===== src/design/sobel_pkg.sv =====
// ----------------------------------------------------------------------------
// sobel_pkg
// shared types and constants of the sobel edge threshold block
// ----------------------------------------------------------------------------
package sobel_pkg;

   localparam int PIXEL_W      = 8;
   localparam int ROW_W        = 13;
   localparam int WIDTH_REG_W  = 11;
   localparam int HEIGHT_REG_W = 13;
   localparam int THR_W        = 11;
   localparam int COL_SUM_W    = 10;
   localparam int GRAD_W       = 11;
   localparam int ABS_W        = 10;
   localparam int SQ_W         = 20;
   localparam int MAG_W        = 21;
   localparam int THR_SQ_W     = 22;
   localparam int CSR_ADDR_W   = 4;
   localparam int CSR_DATA_W   = 32;

   // register map, index = paddr[3:2]
   localparam logic [1:0] CSR_IMAGE_WIDTH    = 2'd0;
   localparam logic [1:0] CSR_IMAGE_HEIGHT   = 2'd1;
   localparam logic [1:0] CSR_EDGE_THRESHOLD = 2'd2;

   localparam logic [WIDTH_REG_W-1:0]  WIDTH_RESET     = 11'd640;
   localparam logic [HEIGHT_REG_W-1:0] HEIGHT_RESET    = 13'd480;
   localparam logic [THR_W-1:0]        THRESHOLD_RESET = 11'd128;
   localparam logic [ROW_W-1:0]        HEIGHT_LIMIT    = 13'd4096;

   localparam logic [PIXEL_W-1:0] EDGE_ON  = 8'd255;
   localparam logic [PIXEL_W-1:0] EDGE_OFF = 8'd0;

   typedef struct packed {
      logic [PIXEL_W-1:0] pixel_red;
      logic               drain;
   } req_payload_type;

   typedef struct packed {
      logic [PIXEL_W-1:0] edge_value;
      logic               frame_last;
   } rsp_payload_type;

   // one line store entry: same column of the two previous rows
   typedef struct packed {
      logic [PIXEL_W-1:0] upper;
      logic [PIXEL_W-1:0] lower;
   } line_word_type;

   // one window column, top row first
   typedef struct packed {
      logic [PIXEL_W-1:0] top;
      logic [PIXEL_W-1:0] mid;
      logic [PIXEL_W-1:0] bot;
   } tap_column_type;

   // which window border taps lie inside the image
   typedef struct packed {
      logic top;
      logic bottom;
      logic left;
      logic right;
   } tap_mask_type;

endpackage


===== src/design/sobel_window.sv =====
// ----------------------------------------------------------------------------
// sobel_window
// 3x3 tap window with border masking and registered sobel gradients
// ----------------------------------------------------------------------------
module sobel_window (
   input  logic                                  clock,
   input  logic                                  reset,
   input  logic                                  shift_en,
   input  sobel_pkg::tap_column_type             col_in,
   input  sobel_pkg::tap_mask_type               mask,
   output logic signed [sobel_pkg::GRAD_W-1:0]   gx,
   output logic signed [sobel_pkg::GRAD_W-1:0]   gy
);

   sobel_pkg::tap_column_type col_a_ff;
   sobel_pkg::tap_column_type col_b_ff;
   sobel_pkg::tap_column_type left_col;
   sobel_pkg::tap_column_type centre_col;
   sobel_pkg::tap_column_type right_col;
   logic [sobel_pkg::COL_SUM_W-1:0] left_sum;
   logic [sobel_pkg::COL_SUM_W-1:0] right_sum;
   logic [sobel_pkg::COL_SUM_W-1:0] top_sum;
   logic [sobel_pkg::COL_SUM_W-1:0] bot_sum;
   logic signed [sobel_pkg::GRAD_W-1:0] gx_in;
   logic signed [sobel_pkg::GRAD_W-1:0] gy_in;
   logic signed [sobel_pkg::GRAD_W-1:0] gx_ff;
   logic signed [sobel_pkg::GRAD_W-1:0] gy_ff;

   function automatic sobel_pkg::tap_column_type mask_column(
      sobel_pkg::tap_column_type col, logic keep, sobel_pkg::tap_mask_type m);
      sobel_pkg::tap_column_type res;
      res.top = (keep && m.top)    ? col.top : '0;
      res.mid = keep               ? col.mid : '0;
      res.bot = (keep && m.bottom) ? col.bot : '0;
      return res;
   endfunction

   // a + 2b + c
   function automatic logic [sobel_pkg::COL_SUM_W-1:0] weighted_sum(
      logic [sobel_pkg::PIXEL_W-1:0] a, logic [sobel_pkg::PIXEL_W-1:0] b,
      logic [sobel_pkg::PIXEL_W-1:0] c);
      return sobel_pkg::COL_SUM_W'(a) + {1'b0, b, 1'b0} + sobel_pkg::COL_SUM_W'(c);
   endfunction

   // window after the shift: older column, newer column, incoming column
   always_comb begin
      left_col   = mask_column(col_a_ff, mask.left, mask);
      centre_col = mask_column(col_b_ff, 1'b1, mask);
      right_col  = mask_column(col_in, mask.right, mask);
      left_sum   = weighted_sum(left_col.top, left_col.mid, left_col.bot);
      right_sum  = weighted_sum(right_col.top, right_col.mid, right_col.bot);
      top_sum    = weighted_sum(left_col.top, centre_col.top, right_col.top);
      bot_sum    = weighted_sum(left_col.bot, centre_col.bot, right_col.bot);
      gx_in      = $signed({1'b0, right_sum}) - $signed({1'b0, left_sum});
      gy_in      = $signed({1'b0, bot_sum}) - $signed({1'b0, top_sum});
   end

   always_ff @(posedge clock) begin
      if (reset) begin
         col_a_ff <= '0;
         col_b_ff <= '0;
      end else if (shift_en) begin
         col_a_ff <= col_b_ff;
         col_b_ff <= col_in;
      end
   end

   always_ff @(posedge clock) begin
      if (shift_en) begin
         gx_ff <= gx_in;
         gy_ff <= gy_in;
      end
   end

   assign gx = gx_ff;
   assign gy = gy_ff;

endmodule


===== config.mk =====
export PLATFORM = sky130hd
export DESIGN_NAME = sobel_window
export DESIGN_NICKNAME = d
export VERILOG_FILES = /design/src/design/sobel_pkg.sv /design/src/design/sobel_window.sv
export SDC_FILE = /design/constraint.sdc
export NUM_CORES = 1
export LEC_CHECK = 0
export BUFFER_PORTS_ARGS = -buffer_cell sky130_fd_sc_hd__buf_4
export CORE_MARGIN = 4
export CORE_UTILIZATION = 55
export DETAILED_ROUTE_END_ITERATION = 12
export PLACE_DENSITY_LB_ADDON = 0.12
export SLEW_MARGIN = 20
export SYNTH_ARGS = -nofsm -noshare
export SYNTH_HDL_FRONTEND = slang
export SYNTH_SLANG_ARGS = --single-unit

===== constraint.sdc =====
create_clock -name clock -period 5.9 [get_ports clock]
set_input_delay 1.18 -clock clock [delete_from_list [all_inputs] [get_ports clock]]
set_output_delay 1.18 -clock clock [all_outputs]
set_load 0.02 [all_outputs]

==> results.cfg <==
[power]
peakVddDrop_mv = 0.1339
p_sw_share_pct = 33.55
p_int_mw = 1.178
p_per_area_nw_per_um2 = 306.1
power.switching_mw = 0.5949
seq_power_share_pct = 36.0
clkPwrFrac_pct = 25.4
power.leakage_nw = 2.850
power_mw = 1.773
p_comb_share_pct = 38.6

[clock_network]
cts_buffers = 9
cts_tree = yes
cts_setup_buffers = 0
root_buffer = clkbuf_8
clk_latency_ns = 0.36
cts_buffer_depth = 2
cts-resized-gates = 0
clkTransAtPathRegs_ns = 0.09
hold_buffers = 0
cts.sinks = 70
h-tree-depth = 3

[yosys]
netlist.area_leader.share_pct = 22.00
synth_edf_count = 22
synth_most_common_cell = inv_1
synthesis.area_um2 = 5095
synth_nets = 631
ys_top_cells_by_count = 101 x inv_1, 56 x fa_1, 55 x nor2_1, 48 x dfxtp_1, 48 x mux2i_1
ys_seq_elements = 70
syn-mean-instance-area_um2 = 9.912
yosysSeqAreaShare_pct = 31.83
synth_warnings = 0
syn_inst = 514
synth_area_leader_cell = fa_1
synth.area.top_cells = fa_1 22%, dfxtp_1 19%, edfxtp_1 13%
ys_types = 33
synthFlopType = dfxtp_1
synth-async-reset-ratio_pct = 0

[critical_path]
path_cells = buf_4 > nand2_1 > xnor2_1 > and2_1 > ha_1 > or3b_2 > fa_1 > inv_1 > fa_1 > inv_1 > ha_1 > a21oi_2 > nor2b_1 > a311o_2 > o31ai_1 > xnor2_1
crit_type = input port to flop
slowest_stage = fa_1
cp_num_buf_inv = 3
worstSetupEndpointType = flop
critical_path.max_stage_delay_ns = 0.51
worst_ep_arrival_time_ns = 4.84
critPathRequiredTime_ns = 5.99
setup.reg_to_reg.worst_slack_ns = 1.94
crit_fanout = 25
cp-start-kind = input port
path_delay_family = adder cells

[sta]
finClkSkew_ns = 0.01677
hold_ws_ns = 0.4943
setup_tns_ns = 0
max_slew.worst_pin.slew_ns = 1.101
fmax_ghz = 0.2104
min_period_over_period_pct = 80.54
worst_slack_ns = 1.148
fin_crit_ns = 4.752
drv_slew = 0
hold_viol_final = 0
max_slew_margin_pct = 26.58
setup_viol = 0
rsz0062_at_grt = no

[layout]
stdcell_area_um2 = 5792
fin_nets = 677
diodes = 0
nFillCells = 735
synthToLayoutAreaGrowth_pct = 13.68
drive_above_1_share_pct = 13.10
fin_cells = 673
fin_util_pct = 65.46

[placement]
gp_congestion = 0.8858
place_area_um2 = 5554
place_hpwl_um = 8020
portBuffers = 52
dp_cells = 657
pre_cts_ws_ns = 0.7950

[grt]
grt_remaining_overflow = 0
grt_max_degree = 71
track_usage_pct = 20.13
antenna_found_initial = 0
grt_pass1_vias = 3504
grt_pass1_wl_um = 17450

[die]
die_h_um = 104.2
num_io_pins = 53
die_area_um2 = 10870
coreArea_um2 = 8848
die_w_um = 104.2
rows = 34
start_util_pct = 57.58

[route]
drt_first_pass_iters = 4
drtAntennaViolNets = 0
finalWirelength_um = 10210
vias = 3435
avgRoutedWirePerCell_um = 15.17
drt-initial-drc-count = 123
via_per_inst = 5.104
drcViolationCount = 0

[min_path]
hold_path.class = flop to flop

[outcome]
status = finished clean

[flow_run]
maxCapViolCount = 0
==> tightest hold or removal path, cell delays in order (launching register included) <==
cell,delay (ns)
dfxtp_1,0.33
mux2i_1,0.06
nor2_1,0.07
==> registers in the layout, indices dropped and copies added, names as in the netlist <==
register	flops
centre_col	8
col_a_ff	24
col_b_ff	16
gx	11
gy	11
==> worst paths after layout <==
check             cells past startpoint                      start                        to
hold reg to reg                       2   col_a_ff[3]$_SDFFE_PP0P_  col_a_ff[3]$_SDFFE_PP0P_
setup reg to reg                     13  col_b_ff[17]$_SDFFE_PP0P_           gy[8]$_DFFE_PP_
hold / removal                        2   col_a_ff[3]$_SDFFE_PP0P_  col_a_ff[3]$_SDFFE_PP0P_
setup / recovery                     16                    mask[0]           gy[8]$_DFFE_PP_
==> final cells by class <==
cell class	count	area (µm²)	area share, %
repair buffers	53	397.9	6.870
well taps	108	135.1	2.333
flip-flops and latches	70	1622	28.00
inverters	101	379.1	6.546
clock inverters	3	46.29	0.7993
multi-input cells	325	3020	52.15
clock buffers	13	191.4	3.305
==> layout by cell type (no fill, tap or decap), types with 2 or more instances in the layout <==
master / instances
a21o_1: 3
a21oi_1: 10
a31oi_1: 5
and2_1: 25
and3_1: 13
buf_4: 53
clkbuf_16: 2
clkbuf_8: 10
dfxtp_1: 48
edfxtp_1: 22
fa_1: 56
ha_1: 30
inv_1: 101
mux2i_1: 48
nand2_1: 31
nand2b_1: 2
nand3_1: 4
nor2_1: 55
nor2b_1: 4
o21a_1: 3
o21ai_0: 3
or3b_2: 3
xnor2_1: 17
xor2_1: 3
==> per-layer routing <==
metal	vias to the layer above	global-route usage [%]	wire, µm
li1	1699	-	-
met1	1649	27.64	4771
met2	71	31.43	4774
met3	16	4.593	444
met4	0	7.123	217
met5	-	0	0
==> power groups by stage <==
stage	Clock (mW)	Sequential, mW	Combinational (mW)
after floorplan	0	0.718	0.406
after global placement	0	0.648	0.675
after detailed placement	0	0.650	0.689
after CTS	0.462	0.639	0.693
after global routing	0.486	0.647	0.767
final	0.450	0.638	0.685
==> logic make-up (layout without fill, tap and decap cells) <==
kind of cell	count (synthesis)	after routing	synth area share (%)
AO/OA/AOI/OAI	32	32	4.126
XOR/XNOR	20	20	3.438
adder cells (fa/ha/maj)	86	86	29.37
buffers and inverters	119	170	8.890
flip-flops	70	70	31.83
multiplexers	48	48	9.430
AND/OR/NAND/NOR	139	139	12.92
(Power assumes the default switching activity.)
