## config.mk

```make
export PLATFORM = sky130hd
export DESIGN_NAME = sobel_magnitude
export DESIGN_NICKNAME = d
export VERILOG_FILES = /design/src/design/sobel_pkg.sv /design/src/design/sobel_magnitude.sv
export SDC_FILE = /design/constraint.sdc
export NUM_CORES = 1
export LEC_CHECK = 0
export BUFFER_PORTS_ARGS = -buffer_cell sky130_fd_sc_hd__buf_2
export CORE_MARGIN = 3
export CORE_UTILIZATION = 45
export DETAILED_ROUTE_END_ITERATION = 6
export HOLD_SLACK_MARGIN = 0.02
export PLACE_DENSITY = 0.73
export SYNTH_ARGS = -nofsm -noshare
export SYNTH_HDL_FRONTEND = slang
export SYNTH_SLANG_ARGS = --single-unit
```

## constraint.sdc

```tcl
create_clock -name clock -period 7.9 [get_ports clock]
set_input_delay 0.79 -clock clock [delete_from_list [all_inputs] [get_ports clock]]
set_output_delay 0.79 -clock clock [all_outputs]
set_load 0.01 [all_outputs]
```

## src/design/sobel_pkg.sv

```systemverilog
// ----------------------------------------------------------------------------
// sobel_pkg
// shared types and constants of the sobel edge threshold block
// ----------------------------------------------------------------------------
package sobel_pkg;

   localparam int PIXEL_W      = 8;
   localparam int ROW_W        = 13;
   localparam int WIDTH_REG_W  = 11;
   localparam int HEIGHT_REG_W = 13;
   localparam int THR_W        = 11;
   localparam int COL_SUM_W    = 10;
   localparam int GRAD_W       = 11;
   localparam int ABS_W        = 10;
   localparam int SQ_W         = 20;
   localparam int MAG_W        = 21;
   localparam int THR_SQ_W     = 22;
   localparam int CSR_ADDR_W   = 4;
   localparam int CSR_DATA_W   = 32;

   // register map, index = paddr[3:2]
   localparam logic [1:0] CSR_IMAGE_WIDTH    = 2'd0;
   localparam logic [1:0] CSR_IMAGE_HEIGHT   = 2'd1;
   localparam logic [1:0] CSR_EDGE_THRESHOLD = 2'd2;

   localparam logic [WIDTH_REG_W-1:0]  WIDTH_RESET     = 11'd640;
   localparam logic [HEIGHT_REG_W-1:0] HEIGHT_RESET    = 13'd480;
   localparam logic [THR_W-1:0]        THRESHOLD_RESET = 11'd128;
   localparam logic [ROW_W-1:0]        HEIGHT_LIMIT    = 13'd4096;

   localparam logic [PIXEL_W-1:0] EDGE_ON  = 8'd255;
   localparam logic [PIXEL_W-1:0] EDGE_OFF = 8'd0;

   typedef struct packed {
      logic [PIXEL_W-1:0] pixel_red;
      logic               drain;
   } req_payload_type;

   typedef struct packed {
      logic [PIXEL_W-1:0] edge_value;
      logic               frame_last;
   } rsp_payload_type;

   // one line store entry: same column of the two previous rows
   typedef struct packed {
      logic [PIXEL_W-1:0] upper;
      logic [PIXEL_W-1:0] lower;
   } line_word_type;

   // one window column, top row first
   typedef struct packed {
      logic [PIXEL_W-1:0] top;
      logic [PIXEL_W-1:0] mid;
      logic [PIXEL_W-1:0] bot;
   } tap_column_type;

   // which window border taps lie inside the image
   typedef struct packed {
      logic top;
      logic bottom;
      logic left;
      logic right;
   } tap_mask_type;

endpackage

```

## src/design/sobel_magnitude.sv

```systemverilog
// ----------------------------------------------------------------------------
// sobel_magnitude
// squared gradient magnitude against squared threshold
// ----------------------------------------------------------------------------
module sobel_magnitude (
   input  logic                                clock,
   input  logic                                load_en,
   input  logic signed [sobel_pkg::GRAD_W-1:0] gx,
   input  logic signed [sobel_pkg::GRAD_W-1:0] gy,
   input  logic [sobel_pkg::THR_W-1:0]         threshold,
   output logic                                is_edge
);

   logic signed [sobel_pkg::GRAD_W-1:0] gx_neg;
   logic signed [sobel_pkg::GRAD_W-1:0] gy_neg;
   logic [sobel_pkg::ABS_W-1:0]         gx_abs;
   logic [sobel_pkg::ABS_W-1:0]         gy_abs;
   logic [sobel_pkg::SQ_W-1:0]          sq_x;
   logic [sobel_pkg::SQ_W-1:0]          sq_y;
   logic [sobel_pkg::MAG_W-1:0]         mag_in;
   logic [sobel_pkg::MAG_W-1:0]         mag_ff;
   logic [sobel_pkg::THR_SQ_W-1:0]      thr_sq_in;
   logic [sobel_pkg::THR_SQ_W-1:0]      thr_sq_ff;

   assign gx_neg = -gx;
   assign gy_neg = -gy;
   assign gx_abs = gx[sobel_pkg::GRAD_W-1] ? gx_neg[sobel_pkg::ABS_W-1:0]
                                           : gx[sobel_pkg::ABS_W-1:0];
   assign gy_abs = gy[sobel_pkg::GRAD_W-1] ? gy_neg[sobel_pkg::ABS_W-1:0]
                                           : gy[sobel_pkg::ABS_W-1:0];
   assign sq_x      = sobel_pkg::SQ_W'(gx_abs) * sobel_pkg::SQ_W'(gx_abs);
   assign sq_y      = sobel_pkg::SQ_W'(gy_abs) * sobel_pkg::SQ_W'(gy_abs);
   assign mag_in    = {1'b0, sq_x} + {1'b0, sq_y};
   assign thr_sq_in = sobel_pkg::THR_SQ_W'(threshold) * sobel_pkg::THR_SQ_W'(threshold);

   always_ff @(posedge clock) begin
      thr_sq_ff <= thr_sq_in;
      if (load_en) begin
         mag_ff <= mag_in;
      end
   end

   assign is_edge = {1'b0, mag_ff} > thr_sq_ff;

endmodule

```

==> results.sh, run 1 <==
export IMPL_post_cts_buffers=0
export IMPL_syn_num_nets=1608
export IMPL_avgViaCountPerCell=5.04
export IMPL_synth_cell_types=60
export IMPL_cp_max_fo=6
export IMPL_grt_usage_pct=18.4
export IMPL_rsz0062_at_grt="no"
export IMPL_finalSetupTns_ns=0
export IMPL_max_cap_viol_count=0
export IMPL_vias=8123
export IMPL_synth_edf_count=21
export IMPL_place_hpwl_mm=20.3
export IMPL_numPortBuffers=35
export IMPL_async_flop_share_pct=0
export IMPL_crit_arrival_ns=7.66
export IMPL_htreeDepth=2
export IMPL_clockBufferDepth=2
export IMPL_cp_required_ns=7.93
export IMPL_grt_max_degree=22
export IMPL_period_share_pct=96.5
export IMPL_die_w_um=163
export IMPL_rows=56
export IMPL_cts_buffers=5
export IMPL_grt_pass1_wl_mm=40.2
export IMPL_finalNetCount=1680
export IMPL_antenna_left=0
export IMPL_synthCells=1221
export IMPL_drtPass1Iterations=5
export IMPL_synth_top_area_share_pct=35.3
export IMPL_hold_path_cell_count=1
export IMPL_synthesis_area_um2=11100
export IMPL_wl_mm=22.5
export IMPL_ys_warn_count=0
export IMPL_antenna_found_initial=0
export IMPL_avgSynthCellArea_um2=9.07
export IMPL_drc=0
export IMPL_max_slew_margin_rel_pct=65.8
export IMPL_hold_buffers=0
export IMPL_areaGrowthSynthToFinish_pct=9.29
export IMPL_gr_total_overflow=0
export IMPL_hp_class="in2reg"
export IMPL_ctsResizeCount=0
export IMPL_tritoncts="done"
export IMPL_clk_pin_slew_worst_paths_ns=0.06
export IMPL_antenna_cells=0
export IMPL_yosys_register_bits=42
export IMPL_synth_largest_area_cell="fa_1"
export IMPL_final_max_slew_viol_count=0
export IMPL_cts_root_buf="clkbuf_16"
export IMPL_ios=36
export IMPL_final_hold_viol_count=0
export IMPL_hp_start="threshold[0]"
export IMPL_nFillCells=2239
export IMPL_outcome="complete, no violations"
export IMPL_place_inst=1605
export IMPL_die_height_um=163
export IMPL_ys_seq_area_share_pct=9.49
export IMPL_core_region_area_um2=23800
export IMPL_startpoint="gx[3]"
export IMPL_gp_congestion=0.906
export IMPL_clock_sinks=42
export IMPL_dieArea_um2=26500
export IMPL_grt_pass1_vias=8587
export IMPL_worstSetupStartpointType="input pin"
export IMPL_wire_per_inst_um=13.9
export IMPL_end_kind="flip-flop"
export IMPL_start_util_pct=46.5
export IMPL_synth_most_common_cell="inv_1"
export IMPL_synthFlopType="edfxtp_1"
export IMPL_instances_no_fill=1613
export IMPL_critPathKind="in2reg"
export IMPL_max_freq_mhz=131
export IMPL_drt_iter0_markers=448
export IMPL_drive_above_1_share_pct=8.73
export IMPL_yosys_top_cells_area="fa_1 (35%), ha_1 (18%), inv_1 (11%)"
export IMPL_finalCriticalPeriod_ns=7.63
export IMPL_synthTopCellsByCount="inv_1 (324), fa_1 (195), ha_1 (157), nand2_1 (106), nor2_1 (69)"
export IMPL_worst_pin_slew_ns=0.500
export IMPL_setup_viol=0
==> worst paths after layout <==
| kind | to |
|---|---|
| hold / removal | thr_sq_ff[0] |
| setup / recovery | mag_ff[17] |
==> metrics by stage <==
step                setup WS, ns  hold slack [ns]  cell area (um2)  util [%]
floorplan                  0.382            0.818            11100         -
global placement           0.107             1.06            11900      50.1
detailed placement        0.0231             1.07            11900      50.1
CTS                        0.306            0.780            12100      50.8
global route             0.00206            0.788            12100      50.8
finish                     0.273            0.781            12100      50.8
==> placed cells by master (no fill, tap or decap), drive strengths merged, types with 7 or more instances in the layout <==
cell type	count
and2	32
fa	195
a21oi	36
o21ai	31
inv	328
nand4	7
nand2	106
nor2	69
nor3	9
dfxtp	21
xnor2	47
xor2	25
nand3	9
a21o	16
nor2b	8
o21a	8
ha	157
buf	85
edfxtp	21
==> critical path, cell delays in order <==
cell and delay [ns]:
buf_2 0.11, or3_4 0.39, or3_4 0.34, or3_4 0.35
and2_4 0.18, xor2_2 0.27, inv_2 0.10, buf_4 0.17
nor2_1 0.14, fa_1 0.44, inv_1 0.08, fa_1 0.41
inv_1 0.09, fa_1 0.41, inv_1 0.08, fa_1 0.43
fa_1 0.56, inv_1 0.06, fa_1 0.47, ha_1 0.31
ha_1 0.34, a21o_1 0.21, a221o_1 0.32, a21oi_1 0.23
o21ba_2 0.20, o21ba_2 0.13, xnor2_1 0.06
==> registers in the layout (all words and copies together), names as in the netlist <==
register   count
mag_ff        21
thr_sq_ff     21
==> area by class of cell <==
| cell class | instances | area, um2 | area share (%) |
|---|---|---|---|
| Tap cell | 319 | 399 | 3.30 |
| Sequential cell | 42 | 1050 | 8.68 |
| Multi-Input combinational cell | 831 | 8720 | 72.1 |
| Clock inverter | 3 | 22.5 | 0.186 |
| Inverter | 328 | 1230 | 10.2 |
| Timing Repair Buffer | 85 | 551 | 4.55 |
| Clock buffer | 5 | 125 | 1.03 |
==> logic make-up (layout without fill, tap and decap cells) <==
logic type               Yosys count  count (layout)  share of synthesized area (%)
AO/OA/AOI/OAI                    135             135                           8.15
XOR/XNOR                          72              72                           5.90
adder cells (fa/ha/maj)          352             352                           53.0
buffers and inverters            348             421                           11.8
flip-flops                        42              42                           9.49
multiplexers                       2               2                          0.237
AND/OR/NAND/NOR                  270             270                           11.4
==> routing by layer <==
| metal | global-route usage, % | up-vias | wire length, um |
|---|---|---|---|
| li1 | - | 3910 | - |
| met1 | 25.7 | 4002 | 10300 |
| met2 | 31.1 | 185 | 10700 |
| met3 | 2.44 | 26 | 1190 |
| met4 | 3.11 | 0 | 349 |
| met5 | 0 | - | 0 |
Power of run 1 is left out: the tool's default activity adds up to more than one toggle a clock period on the data nets, which glitch-free logic cannot reach.
==> inputs of run 2 (changes only) <==
--- a/config.mk
+++ b/config.mk
@@ -8,2 +8,3 @@
 export BUFFER_PORTS_ARGS = -buffer_cell sky130_fd_sc_hd__buf_2
+export CORE_ASPECT_RATIO = 0.8
 export CORE_MARGIN = 3
--- a/constraint.sdc
+++ b/constraint.sdc
@@ -3,2 +3,2 @@
 set_output_delay 0.79 -clock clock [all_outputs]
-set_load 0.01 [all_outputs]
+set_load 0.1 [all_outputs]
==> results.sh, run 2 (synthesized netlist as in run 1, its figures left out) <==
export IMPL_start_util_pct=46.6
export IMPL_reg_top3="mag_ff x21, thr_sq_ff x21"
export IMPL_setup_ws_ns=0.301
export IMPL_pre_cts_slack_ns=-0.0458
export IMPL_fin_area_um2=12100
export IMPL_rsz0062_at_grt="no"
export IMPL_areaGrowthSynthToFinish_pct=8.93
export IMPL_cp_max_fo=6
export IMPL_worstSetupStartpointType="input pin"
export IMPL_nFillCells=2209
export IMPL_startpoint="gx[3]"
export IMPL_post_cts_buffers=0
export IMPL_avgViaCountPerCell=5.02
export IMPL_place_hpwl_mm=20.1
export IMPL_period_share_pct=96.2
export IMPL_hold_path_cell_count=1
export IMPL_crit_arrival_ns=7.62
export IMPL_die_height_um=146
export IMPL_rows=50
export IMPL_max_slew_margin_rel_pct=61.4
export IMPL_cts_root_buf="clkbuf_16"
export IMPL_finalCriticalPeriod_ns=7.60
export IMPL_max_cap_viol_count=0
export IMPL_final_cell_mix="inv_1 (324), fa_1 (195), ha_1 (157)"
export IMPL_wire_per_inst_um=14.0
export IMPL_mostFrequentLayoutCell="inv_1"
export IMPL_final_seq_area_um2=1050
export IMPL_core_region_area_um2=23800
export IMPL_critPathKind="in2reg"
export IMPL_dieArea_um2=26500
export IMPL_drt_iter0_markers=479
export IMPL_cp_required_ns=7.92
export IMPL_final_max_slew_viol_count=0
export IMPL_die_w_um=181
export IMPL_cts_buffers=5
export IMPL_hp_start="threshold[0]"
export IMPL_finalSetupTns_ns=0
export IMPL_placed_cell_area_um2=11900
export IMPL_htreeDepth=2
export IMPL_clk_pin_slew_worst_paths_ns=0.06
export IMPL_gp_congestion=0.879
export IMPL_final_hold_viol_count=0
export IMPL_hp_class="in2reg"
export IMPL_grt_max_degree=22
export IMPL_gr_total_overflow=0
export IMPL_clock_sinks=42
export IMPL_outcome="complete, no violations"
export IMPL_drive_above_1_share_pct=8.24
export IMPL_worstHoldEndpoint="thr_sq_ff[0]"
export IMPL_grt_pass1_wl_mm=40.0
export IMPL_drc=0
export IMPL_slowest_stage="fa_1"
export IMPL_wl_mm=22.4
export IMPL_tritoncts="done"
export IMPL_numPortBuffers=35
export IMPL_finalNetCount=1673
export IMPL_antenna_cells=0
export IMPL_grt_usage_pct=18.1
export IMPL_setup_viol=0
export IMPL_worst_pin_slew_ns=0.565
export IMPL_drtPass1Iterations=5
export IMPL_clockBufferDepth=2
export IMPL_ctsResizeCount=0
export IMPL_grt_pass1_vias=8491
export IMPL_hold_buffers=0
export IMPL_antenna_found_initial=0
export IMPL_max_freq_mhz=132
export IMPL_slowest_delay_ns=0.53
export IMPL_ios=36
export IMPL_antenna_left=0
export IMPL_vias=8031
export IMPL_hold_ws_ns=0.764
export IMPL_end_kind="flip-flop"
export IMPL_multi_input_area_um2=8750
-- run 2: final cells by class --
| type | instances | share of cell area (%) |
|---|---|---|
| repair buffers | 78 | 4.13 |
| flip-flops and latches | 42 | 8.71 |
| inverters | 328 | 10.2 |
| well taps | 312 | 3.24 |
| clock buffers | 6 | 1.07 |
| clock inverters | 2 | 0.0726 |
| multi-input cells | 831 | 72.6 |
-- run 2: metrics by stage --
step                      std cells  utilization, %
after floorplan                1221               -
after global placement         1591            50.0
after detailed placement       1591            50.0
after CTS                      1599            50.6
after global routing           1599            50.7
final                          1599            50.7
-- run 2: metal layers --
metal | vias to the layer above | wire [um] | track usage [%]
met4 | 0 | 200 | 2.06
met5 | - | 0 | 0
li1 | 3898 | - | -
met1 | 3955 | 10600 | 26.3
met2 | 158 | 10200 | 29.2
met3 | 20 | 1420 | 3.49
-- run 2: critical path, delay by kind of cell --
kind	cells	cell delay, ns
adders and majority gates	8	3.55
xor gates and xnor gates	2	0.36
AOI/OAI and AO/OA	4	0.85
buffers and inverters	9	0.66
and+or+nand+nor	5	1.42
-- run 2: how the worst max path moves through the flow --
stage	to	slack (ns)
2_1_floorplan	mag_ff[20]	0.38
3_3_place_gp	mag_ff[17]	0.08
3_5_place_dp	mag_ff[17]	-0.05
4_1_cts	mag_ff[17]	0.22
5_1_grt	mag_ff[17]	0.03
6_report	mag_ff[20]	0.30
Power of run 2 is left out for the same reason.
==> inputs of run 3 (changes only) <==
ABC_AREA = 1   (was not set)
MAX_ROUTING_LAYER = met4   (was not set)
==> results.sh, run 3 <==
export IMPL_finalSetupTns_ns=0
export IMPL_synth_cell_types=41
export IMPL_period_share_pct=93.7
export IMPL_setup_viol=0
export IMPL_drtPass1Iterations=7
export IMPL_yosys_register_bits=42
export IMPL_synth_top_area_share_pct=33.4
export IMPL_busiest_layer="met2"
export IMPL_vias=8905
export IMPL_rows=52
export IMPL_critPathKind="in2reg"
export IMPL_synth_most_common_cell="inv_1"
export IMPL_clockBufferDepth=2
export IMPL_grt_usage_pct=18.7
export IMPL_instances_no_fill=1874
export IMPL_ys_seq_area_share_pct=8.98
export IMPL_wl_mm=23.7
export IMPL_drc=0
export IMPL_placed_cell_area_um2=12200
export IMPL_rsz0062_at_grt="no"
export IMPL_die_w_um=186
export IMPL_finalCriticalPeriod_ns=7.40
export IMPL_hp_class="in2reg"
export IMPL_avgViaCountPerCell=4.75
export IMPL_hp_start="threshold[0]"
export IMPL_synthesis_area_um2=11700
export IMPL_drive_above_1_share_pct=6.57
export IMPL_die_height_um=150
export IMPL_grt_pass1_wl_mm=41.7
export IMPL_worstSetupStartpointType="input pin"
export IMPL_gp_congestion=0.915
export IMPL_start_util_pct=46.0
export IMPL_cp_max_fo=11
export IMPL_final_max_slew_viol_count=0
export IMPL_place_inst=1866
export IMPL_dieArea_um2=28000
export IMPL_tritoncts="done"
export IMPL_finalNetCount=1909
export IMPL_cts_root_buf="clkbuf_16"
export IMPL_areaGrowthSynthToFinish_pct=5.90
export IMPL_place_hpwl_mm=21.3
export IMPL_max_freq_mhz=135
export IMPL_antenna_found_initial=0
export IMPL_clk_pin_slew_worst_paths_ns=0.06
export IMPL_htreeDepth=2
export IMPL_startpoint="gx[0]"
export IMPL_grt_util_met3_pct=2.42
export IMPL_grt_pass1_vias=8883
export IMPL_final_hold_viol_count=0
export IMPL_synthTopCellsByCount="inv_1 (432), nand2_1 (344), fa_1 (195), ha_1 (157), nor2_1 (84)"
export IMPL_numPortBuffers=35
export IMPL_ys_warn_count=0
export IMPL_grt_util_met2_pct=28.9
export IMPL_gr_total_overflow=0
export IMPL_mostFrequentLayoutCell="inv_1"
export IMPL_core_region_area_um2=25400
export IMPL_outcome="complete, no violations"
export IMPL_reg_top3="mag_ff x21, thr_sq_ff x21"
export IMPL_hold_buffers=0
export IMPL_synth_largest_area_cell="fa_1"
export IMPL_synthCells=1498
export IMPL_ios=36
export IMPL_grt_max_degree=22
export IMPL_synth_edf_count=21
export IMPL_syn_num_nets=1885
export IMPL_worst_pin_slew_ns=0.823
export IMPL_cp_required_ns=7.94
export IMPL_wire_per_inst_um=12.6
export IMPL_max_slew_margin_rel_pct=44.5
export IMPL_synthFlopType="edfxtp_1"
export IMPL_grtUsageMet1_pct=27.7
export IMPL_end_kind="flip-flop"
export IMPL_cts_buffers=5
export IMPL_fin_area_um2=12400
export IMPL_ctsResizeCount=0
export IMPL_avgSynthCellArea_um2=7.81
export IMPL_antenna_cells=0
export IMPL_final_cell_mix="inv_1 (432), nand2_1 (344), fa_1 (195)"
export IMPL_antenna_left=0
export IMPL_async_flop_share_pct=0
export IMPL_max_cap_viol_count=0
export IMPL_post_cts_buffers=0
export IMPL_drt_iter0_markers=647
export IMPL_crit_arrival_ns=7.44
export IMPL_clock_sinks=42
export IMPL_yosys_top_cells_area="fa_1 (33%), ha_1 (17%), inv_1 (14%)"
-- run 3: cell count changes in the layout (fill, tap and decap cells not counted), sizes merged, moves of 8 or more --
cell	previous run	this run
nand3	9	51
a21oi	36	46
nor2b	8	0
buf	78	35
o21a	8	0
nand2	106	359
o21ai	31	16
and2	32	6
a21o	16	1
nor2	69	103
xnor2	47	12
inv	326	445
-- run 3: final timing paths --
check                       to  slack, ns  depth (start not counted)
setup / recovery    mag_ff[20]       0.50                         26
hold / removal    thr_sq_ff[0]       0.78                          1
-- run 3: metal layers --
layer / part of all wire [%] / wire [um]
met1: 48 / 11400
met2: 45 / 10700
met3: 6.0 / 1420
met4: 0.65 / 155
met5: 0 / 0
-- run 3: per-stage QoR --
stage               utilization (%)  setup slack [ns]  hold slack, ns
detailed placement             48.1             0.247            1.07
floorplan                         -             0.952           0.818
global placement               48.1             0.293            1.07
finish                         48.7             0.501           0.777
global route                   48.7             0.103           0.787
CTS                            48.7             0.530           0.772
-- run 3: layout make-up --
type	count	area, um2
fill	2441	13100
clock inverter	1	30.0
clock buffer	7	133
inverter	445	1680
timing repair buffer	35	175
tap	351	439
sequential	42	1050
multi-input combinational	993	8880
-- run 3: worst max-delay path, stage by stage --
cell and delay [ns]:
buf_2 0.14, inv_1 0.38, ha_1 0.41, or2_1 0.19, xor2_2 0.32, inv_2 0.20, nor2_2 0.17, inv_1 0.07
fa_1 0.48, inv_1 0.05, fa_1 0.53, inv_1 0.05, fa_1 0.47, fa_1 0.56, fa_1 0.42, fa_1 0.48
inv_1 0.05, fa_1 0.38, ha_1 0.36, nand2_1 0.16, nor2_1 0.17, nand3_1 0.10, nand3_1 0.22, nand2_1 0.11
nand3b_1 0.11, nand2_1 0.05
-- run 3: cells by family after synthesis --
| kind of cell | after synthesis | synth area share, % |
|---|---|---|
| flip-flops | 42 | 8.98 |
| adder cells (fa/ha/maj) | 352 | 50.2 |
| buffers and inverters | 463 | 15.1 |
| AND/OR/NAND/NOR | 541 | 19.9 |
| XOR/XNOR | 34 | 2.77 |
| AO/OA/AOI/OAI | 66 | 3.07 |
Power of run 3 is left out for the same reason.
